[src/design/shc_pkg.sv]
`default_nettype none
package shc_pkg;

  typedef enum logic [1:0] {
    PH_SEEK_BACK = 2'd0,
    PH_MEASURE   = 2'd1,
    PH_POSITION  = 2'd2
  } phase_t;

  localparam logic [1:0] CFG_CENTER_RATIO = 2'd0;
  localparam logic [1:0] CFG_CLOSED_LOOP  = 2'd1;
  localparam logic [1:0] CFG_DEADBAND     = 2'd2;
  localparam logic [1:0] CFG_HOLD_COUNT   = 2'd3;

  localparam logic [9:0] RATIO_RESET    = 10'd512;
  localparam logic [9:0] DEADBAND_RESET = 10'd20;
  localparam logic [7:0] HOLD_RESET     = 8'd20;
  localparam logic [9:0] RATIO_MIN      = 10'd82;
  localparam logic [9:0] RATIO_MAX      = 10'd942;
  localparam logic [5:0] ERR_CLAMP      = 6'd50;
  localparam logic [2:0] MS_RESET       = 3'd1;

  typedef struct packed {
    logic [9:0] center_ratio_q10;
    logic       closed_loop_enable;
    logic [9:0] position_deadband;
    logic [7:0] limit_hold_count;
  } shc_cfg_t;

  typedef struct packed {
    phase_t      phase;
    logic [15:0] base_count;
    logic [15:0] travel_length;
    logic [7:0]  back_hold;
    logic [7:0]  front_hold;
    logic        dir;
    logic        drive;
    logic [2:0]  ms;
  } shc_state_t;

  typedef struct packed {
    logic               back_switch_level;
    logic               front_switch_level;
    logic [15:0]        step_counter_value;
    logic signed [15:0] target_angle;
    logic signed [15:0] measured_angle;
  } shc_item_t;

  typedef struct packed {
    logic       drive_on;
    logic       direction;
    logic [2:0] microstep_select;
    logic       pause_request;
    logic [1:0] phase;
  } shc_result_t;

  typedef struct packed {
    logic       change;
    logic       dir;
    logic [2:0] ms;
  } shc_cl_t;

  function automatic logic [2:0] ms_lookup(input logic [3:0] code);
    logic [2:0] ms;
    case (code)
      4'd0: ms = 3'd5;
      4'd1: ms = 3'd3;
      4'd2, 4'd3, 4'd4: ms = 3'd2;
      4'd5: ms = 3'd1;
      default: ms = 3'd0;
    endcase
    return ms;
  endfunction

endpackage
`default_nettype wire

[src/design/shc_closed_loop.sv]
`default_nettype none
module shc_closed_loop (
  input  wire logic signed [15:0] target_angle,
  input  wire logic signed [15:0] measured_angle,
  output shc_pkg::shc_cl_t        cl
);
  import shc_pkg::*;

  logic signed [16:0] diff;
  logic        [16:0] ndiff;
  logic               neg;
  logic        [5:0]  mag;
  logic        [13:0] scaled;
  logic        [3:0]  code;

  assign diff  = 17'(target_angle) - 17'(measured_angle);
  assign ndiff = -diff;
  assign neg   = diff[16];

  always_comb begin
    if (neg) begin
      mag = (diff < -17'sd50) ? ERR_CLAMP : ndiff[5:0];
    end else begin
      mag = (diff > 17'sd50) ? ERR_CLAMP : diff[5:0];
    end
  end

  // floor(4*mag/25) as mag*164 >> 10, exact for mag up to 50
  assign scaled = 14'(mag) * 14'd164;
  assign code   = scaled[13:10];

  assign cl.change = (code != 4'd0);
  assign cl.dir    = neg;
  assign cl.ms     = ms_lookup(code);
endmodule
`default_nettype wire

[src/design/shc_step.sv]
`default_nettype none
module shc_step (
  input  wire shc_pkg::shc_state_t  st,
  input  wire shc_pkg::shc_cfg_t    cfg,
  input  wire shc_pkg::shc_item_t   item,
  output shc_pkg::shc_state_t       st_next,
  output shc_pkg::shc_result_t      result
);
  import shc_pkg::*;

  shc_cl_t            cl;
  logic               back_free;
  logic               front_free;
  logic        [15:0] pos_raw;
  logic        [9:0]  ratio;
  logic signed [26:0] prod;
  logic signed [26:0] prod_adj;
  logic signed [16:0] setpoint;
  logic signed [17:0] err;
  logic signed [17:0] band;
  logic        [7:0]  back_inc;
  logic        [7:0]  front_inc;
  logic               pause;

  shc_closed_loop u_cl (
    .target_angle  (item.target_angle),
    .measured_angle(item.measured_angle),
    .cl            (cl)
  );

  assign back_free  = item.back_switch_level;
  assign front_free = item.front_switch_level;
  assign pos_raw    = item.step_counter_value - st.base_count;

  always_comb begin
    if (cfg.center_ratio_q10 > RATIO_MAX) begin
      ratio = RATIO_MAX;
    end else if (cfg.center_ratio_q10 < RATIO_MIN) begin
      ratio = RATIO_MIN;
    end else begin
      ratio = cfg.center_ratio_q10;
    end
  end

  // truncate toward zero
  assign prod     = $signed(st.travel_length) * $signed({1'b0, ratio});
  assign prod_adj = prod + (prod[26] ? 27'sd1023 : 27'sd0);
  assign setpoint = prod_adj[26:10];
  assign err      = 18'($signed(pos_raw)) - 18'(setpoint);
  assign band     = $signed({8'd0, cfg.position_deadband});
  assign back_inc  = st.back_hold + 8'd1;
  assign front_inc = st.front_hold + 8'd1;

  always_comb begin
    st_next = st;
    pause   = 1'b0;
    if (back_free && front_free && st.phase == PH_SEEK_BACK) begin
      st_next.dir   = 1'b0;
      st_next.drive = 1'b1;
    end else if (!back_free && front_free && st.phase == PH_SEEK_BACK) begin
      st_next.phase      = PH_MEASURE;
      st_next.base_count = item.step_counter_value;
      st_next.dir        = 1'b1;
      st_next.drive      = 1'b1;
    end else if (back_free && !front_free && st.phase == PH_MEASURE) begin
      st_next.phase         = PH_POSITION;
      st_next.travel_length = pos_raw;
      st_next.dir           = 1'b0;
      st_next.drive         = 1'b1;
    end else if (back_free && front_free && st.phase == PH_POSITION) begin
      if (!cfg.closed_loop_enable) begin
        if (err > band) begin
          st_next.dir   = 1'b0;
          st_next.drive = 1'b1;
        end else if (err < -band) begin
          st_next.dir   = 1'b1;
          st_next.drive = 1'b1;
        end else begin
          st_next.drive = 1'b0;
          st_next.phase = PH_SEEK_BACK;
        end
      end else begin
        st_next.drive = 1'b1;
        st_next.ms    = cl.ms;
        if (cl.change) begin
          st_next.dir = cl.dir;
        end
      end
    end

    if (!back_free) begin
      st_next.back_hold = back_inc;
      if (back_inc >= cfg.limit_hold_count) begin
        st_next.dir       = 1'b1;
        st_next.back_hold = 8'd0;
        pause             = 1'b1;
      end
    end
    // front last so it wins the direction
    if (!front_free) begin
      st_next.front_hold = front_inc;
      if (front_inc >= cfg.limit_hold_count) begin
        st_next.dir        = 1'b0;
        st_next.front_hold = 8'd0;
        pause              = 1'b1;
      end
    end
  end

  assign result.drive_on         = st_next.drive;
  assign result.direction        = st_next.dir;
  assign result.microstep_select = st_next.ms;
  assign result.pause_request    = pause;
  assign result.phase            = st_next.phase;
endmodule
`default_nettype wire

[src/design/stepper_homing_centering_control_unit.sv]
// channel   direction  handshake              payload
// in        request in in_valid / in_ready    switch levels, step counter, angles
// out       result out out_valid / out_ready  drive, direction, microstep, pause, phase
// cfg       write in   cfg_write              cfg_index, cfg_data
//
// an accepted request sits in the input register, then its result is
// loaded into the output register; one request per cycle sustained while out_ready stays high
// the limiting path is the travel times ratio multiply and error compare
// reset clears phase, counters and drive and loads the config registers with their defaults
// a stalled output holds; the input register still takes one more request
`default_nettype none
module stepper_homing_centering_control_unit (
  input  wire logic               clk,
  input  wire logic               rst,
  input  wire logic               in_valid,
  output      logic               in_ready,
  input  wire logic               back_switch_level,
  input  wire logic               front_switch_level,
  input  wire logic [15:0]        step_counter_value,
  input  wire logic signed [15:0] target_angle,
  input  wire logic signed [15:0] measured_angle,
  output      logic               out_valid,
  input  wire logic               out_ready,
  output      logic               drive_on,
  output      logic               direction,
  output      logic [2:0]         microstep_select,
  output      logic               pause_request,
  output      logic [1:0]         phase,
  input  wire logic               cfg_write,
  input  wire logic [1:0]         cfg_index,
  input  wire logic [9:0]         cfg_data
);
  import shc_pkg::*;

  shc_cfg_t    cfg;
  shc_state_t  st;
  shc_state_t  st_next;
  shc_item_t   item;
  shc_result_t result;
  shc_result_t res;
  logic        in_full;
  logic        adv;

  assign adv      = in_full && (!out_valid || out_ready);
  assign in_ready = !in_full || adv;

  shc_step u_step (
    .st     (st),
    .cfg    (cfg),
    .item   (item),
    .st_next(st_next),
    .result (result)
  );

  always_ff @(posedge clk) begin
    if (rst) begin
      in_full                 <= 1'b0;
      out_valid               <= 1'b0;
      st.phase                <= PH_SEEK_BACK;
      st.base_count           <= 16'd0;
      st.travel_length        <= 16'd0;
      st.back_hold            <= 8'd0;
      st.front_hold           <= 8'd0;
      st.dir                  <= 1'b1;
      st.drive                <= 1'b0;
      st.ms                   <= MS_RESET;
      cfg.center_ratio_q10    <= RATIO_RESET;
      cfg.closed_loop_enable  <= 1'b0;
      cfg.position_deadband   <= DEADBAND_RESET;
      cfg.limit_hold_count    <= HOLD_RESET;
    end else begin
      if (in_valid && in_ready) begin
        in_full <= 1'b1;
      end else if (adv) begin
        in_full <= 1'b0;
      end
      if (adv) begin
        st        <= st_next;
        out_valid <= 1'b1;
      end else if (out_ready) begin
        out_valid <= 1'b0;
      end
      if (cfg_write) begin
        case (cfg_index)
          CFG_CENTER_RATIO: cfg.center_ratio_q10   <= cfg_data;
          CFG_CLOSED_LOOP:  cfg.closed_loop_enable <= cfg_data[0];
          CFG_DEADBAND:     cfg.position_deadband  <= cfg_data;
          CFG_HOLD_COUNT:   cfg.limit_hold_count   <= cfg_data[7:0];
          default: ;
        endcase
      end
    end
  end

  always_ff @(posedge clk) begin
    if (in_valid && in_ready) begin
      item.back_switch_level  <= back_switch_level;
      item.front_switch_level <= front_switch_level;
      item.step_counter_value <= step_counter_value;
      item.target_angle       <= target_angle;
      item.measured_angle     <= measured_angle;
    end
    if (adv) begin
      res <= result;
    end
  end

  assign drive_on         = res.drive_on;
  assign direction        = res.direction;
  assign microstep_select = res.microstep_select;
  assign pause_request    = res.pause_request;
  assign phase            = res.phase;

`ifndef NO_ASSERTIONS
  a_pause_needs_switch: assert property (@(posedge clk) disable iff (rst)
    (adv && item.back_switch_level && item.front_switch_level) |=> !pause_request)
    else $error("pause raised with both switches released");

  a_stopped_only_seeking: assert property (@(posedge clk) disable iff (rst)
    !st.drive |-> (st.phase == PH_SEEK_BACK))
    else $error("drive stopped outside seek phase");

  a_travel_on_measure_end: assert property (@(posedge clk) disable iff (rst)
    (!$past(rst) && !$stable(st.travel_length)) |->
      $past(adv && st.phase == PH_MEASURE))
    else $error("travel length changed outside end of measure");
`endif
endmodule
`default_nettype wire
[config.mk]
export PLATFORM = sky130hd
export DESIGN_NAME = stepper_homing_centering_control_unit
export DESIGN_NICKNAME = d
export VERILOG_FILES = /design/src/design/shc_pkg.sv /design/src/design/shc_closed_loop.sv /design/src/design/shc_step.sv /design/src/design/stepper_homing_centering_control_unit.sv
export SDC_FILE = /design/constraint.sdc
export NUM_CORES = 1
export LEC_CHECK = 0
export ABC_AREA = 0
export ABC_CLOCK_PERIOD_IN_PS = 15160
export BUFFER_PORTS_ARGS = -buffer_cell sky130_fd_sc_hd__buf_4
export CELL_PAD_IN_SITES_DETAIL_PLACEMENT = 1
export CELL_PAD_IN_SITES_GLOBAL_PLACEMENT = 1
export CORE_MARGIN = 2
export CORE_UTILIZATION = 49
export DETAILED_ROUTE_END_ITERATION = 16
export GPL_ROUTABILITY_DRIVEN = 0
export PLACE_DENSITY = 0.92
export SYNTH_ARGS = -nofsm -noshare
export SYNTH_HDL_FRONTEND = slang
export SYNTH_SLANG_ARGS = --single-unit
[constraint.sdc]
create_clock -name clk -period 15.16 [get_ports clk]
set_input_delay 0.758 -clock clk [delete_from_list [all_inputs] [get_ports clk]]
set_output_delay 0.758 -clock clk [all_outputs]
set_load 0.01 [all_outputs]
==> metrics <==
worst vdd ir 0.000113 V; Worst EP required 15.36 ns; clock buffer depth 2; Core Footprint 0.0325 mm^2; Top FF cell, synth dfxtp_1; TritonCTS clock tree built; aggregate global routing overflow 0; Synth area leaders fa_1 (18%), ha_1 (13%), edfxtp_1 (11%), dfxtp_1 (11%), inv_1 (6.8%); RSZ-0062 raised after global routing false; count leader, synth inv_1; Clock transition at path regs 0.07 ns; CP Capture Type register; setup_tns 0 ns; Psw 404 uW; Syn Area/Cell 8.59 um^2; Top Ports 77; DRC Markers 0; critical path arrival 14.40 ns; IO Port Bufs 76; Setup Buffers After CTS 0; vias per cell 5.99; Die Area 0.0346 mm^2; Sw Ratio 0.342; Clock power frac 0.348; crit-path max cell delay 0.83 ns; layout cells sized above 1 0.0712; post-cts sizing count 0; clock latency reported for the late side of the worst-skew pair 0.44 ns; sequential share of the synthesized area 0.213; fin crit share 0.937; final wirelength 53600 um; Seq pwr share 0.364; async set-reset flop share out of synthesis 0; CP Class reg2reg; Synth Register Bits 144; antenna-violating nets left 0; Post-synth EDFFs 58; CTS Sinks 144; WL per Instance 22.5 um; FMAX 0.0704 GHz; CP startpoint kind register; share of the synthesized area in the top cell type 0.183; Power Internal 777 uW; pin count of the biggest net entering global routing 80; Post-CTS Hold Fix Bufs 0; Syn-to-layout area delta 9.11%; initial antenna violation count 0; Top cell by count, worst path inv_1; worst clock skew 0.0103 ns; Crit path buffers/inverters 7; slew of the pin with the lowest slew margin 1.02 ns; Place WS 1.60 ns; antenna fix cells 0; Slew Viols, Final 0; PwrDens 66.7 mW/mm^2; GR Util All Layers 0.321; family with the most delay on the worst path simple AND/OR/NAND/NOR gates; Placed Instances 2348; post-layout min period 14.20 ns; Initial Utilization 0.499; Layout Cells excl Fill 2380; htree depth 4; Comb pwr share 0.288; Tot Pwr 1.18 mW; Post-synth top cells inv_1 (292), nand2_1 (231), ha_1 (175); Synth Warn # 0; Register Area 0.00346 mm^2; Die H 186 um; vias in the first global route 16200; DRT iter0 DRCs 983; fin nets 2315; area of the multi-input gates 0.0114 mm^2; Std-Cell Rows 66; min setup slack post-route 0.955 ns; status finished, final reports clean; CTS root buf clkbuf_16; router iterations before antenna repair 5; Hold WS 0.456 ns; Die X 186 um; first-pass GRT wire length 85200 um; Hold WC Path Type reg2reg; Leak 8.24 nW; Post-DP HPWL 39500 um; cell area after synthesis 0.0162 mm^2; top cell type by total area after synthesis fa_1; distinct cell type count after synthesis 80; # setup viols final 0; Critical-path top delay cell dfxtp_1; syn_nets 2278; Vias 14300; TritonCTS buffer count 17; Syn Inst Count 1888; Fillers 3866; Fin. Hold Viols 0; MaxCap Viol Count 0; Worst Path Max Fanout 19; Rel. slew slack 0.317
[worst reg2reg max path: cells and delay by family, from the launching register on]
| family | cells | cell delay (ns) |
|---|---|---|
| adders and majority gates | 9 | 4.19 |
| xor gates and xnor gates | 3 | 1.01 |
| AOI/OAI and AO/OA | 11 | 2.85 |
| buffers and inverters | 7 | 0.81 |
| DFF | 1 | 0.83 |
| and+or+nand+nor | 18 | 4.29 |
[layout make-up]
type                            instances  area share
Timing Repair Buffer                   80      0.0339
Clock buffer                           21      0.0250
Sequential cell                       144       0.196
Clock inverter                         11     0.00601
Tap cell                              442      0.0312
Inverter                              293      0.0621
Multi-Input combinational cell       1389       0.646
[path summary, 6_finish.rpt]
| path | from | endpoint | slack, ns | cells after the start |
|---|---|---|---|---|
| max | cfg[28]$_SDFFE_PP1P_ | drive_on$_DFFE_PP_ | 0.96 | 48 |
| min | st[43]$_SDFFE_PP0P_ | st[43]$_SDFFE_PP0P_ | 0.46 | 2 |
| max reg2reg | cfg[28]$_SDFFE_PP1P_ | drive_on$_DFFE_PP_ | 0.96 | 48 |
| min reg2reg | st[43]$_SDFFE_PP0P_ | st[43]$_SDFFE_PP0P_ | 0.46 | 2 |
[routing by layer]
metal	track usage	part of all wire	vias to the layer above
met5	0	0	-
met4	0.174	0.053	0
met3	0.0562	0.059	218
met2	0.581	0.52	615
met1	0.356	0.37	7116
li1	-	-	6308
[per-stage QoR]
stage,cell area (um^2),util
floorplan,16200,-
global placement,17200,0.527
detailed placement,17200,0.527
CTS,17700,0.544
global route,17700,0.544
finish,17700,0.544
[power groups by stage]
| stage | combinational, mW | sequential, mW | clock [mW] |
|---|---|---|---|
| 4_1_cts | 0.331 | 0.430 | 0.414 |
| 6_report | 0.340 | 0.430 | 0.411 |
| 2_1_floorplan | 0.225 | 0.433 | 0 |
| 3_3_place_gp | 0.292 | 0.437 | 0 |
| 3_5_place_dp | 0.316 | 0.438 | 0 |
| 5_1_grt | 0.365 | 0.432 | 0.428 |
[layout by cell type (no fill, tap or decap), types with 33 or more instances in the layout]
cell / instances
fa_1: 148
nor2_1: 107
nand3_1: 33
o21ai_0: 51
inv_1: 292
xor2_1: 34
dfxtp_1: 86
a21oi_1: 126
nand2_1: 231
xnor2_1: 69
and2_1: 62
a21o_1: 38
ha_1: 175
buf_4: 80
edfxtp_1: 58
[kinds of logic after synthesis]
family | count (synthesis) | synth area share
flops | 144 | 0.213
simple gates | 597 | 0.177
compound gates | 340 | 0.135
buf+inv | 355 | 0.0825
fa+ha+maj | 323 | 0.318
xor+xnor | 105 | 0.0590
mux | 24 | 0.0151
[state kept, by name, summed over array words and instances (netlist names)]
| name | count |
|---|---|
| st | 55 |
| item | 50 |
| cfg | 29 |
| microstep_select | 3 |
| phase | 2 |
| direction | 1 |
| drive_on | 1 |
| in_full | 1 |
| out_valid | 1 |
| pause_request | 1 |
Note: power is estimated with default switching activity, not from simulation.
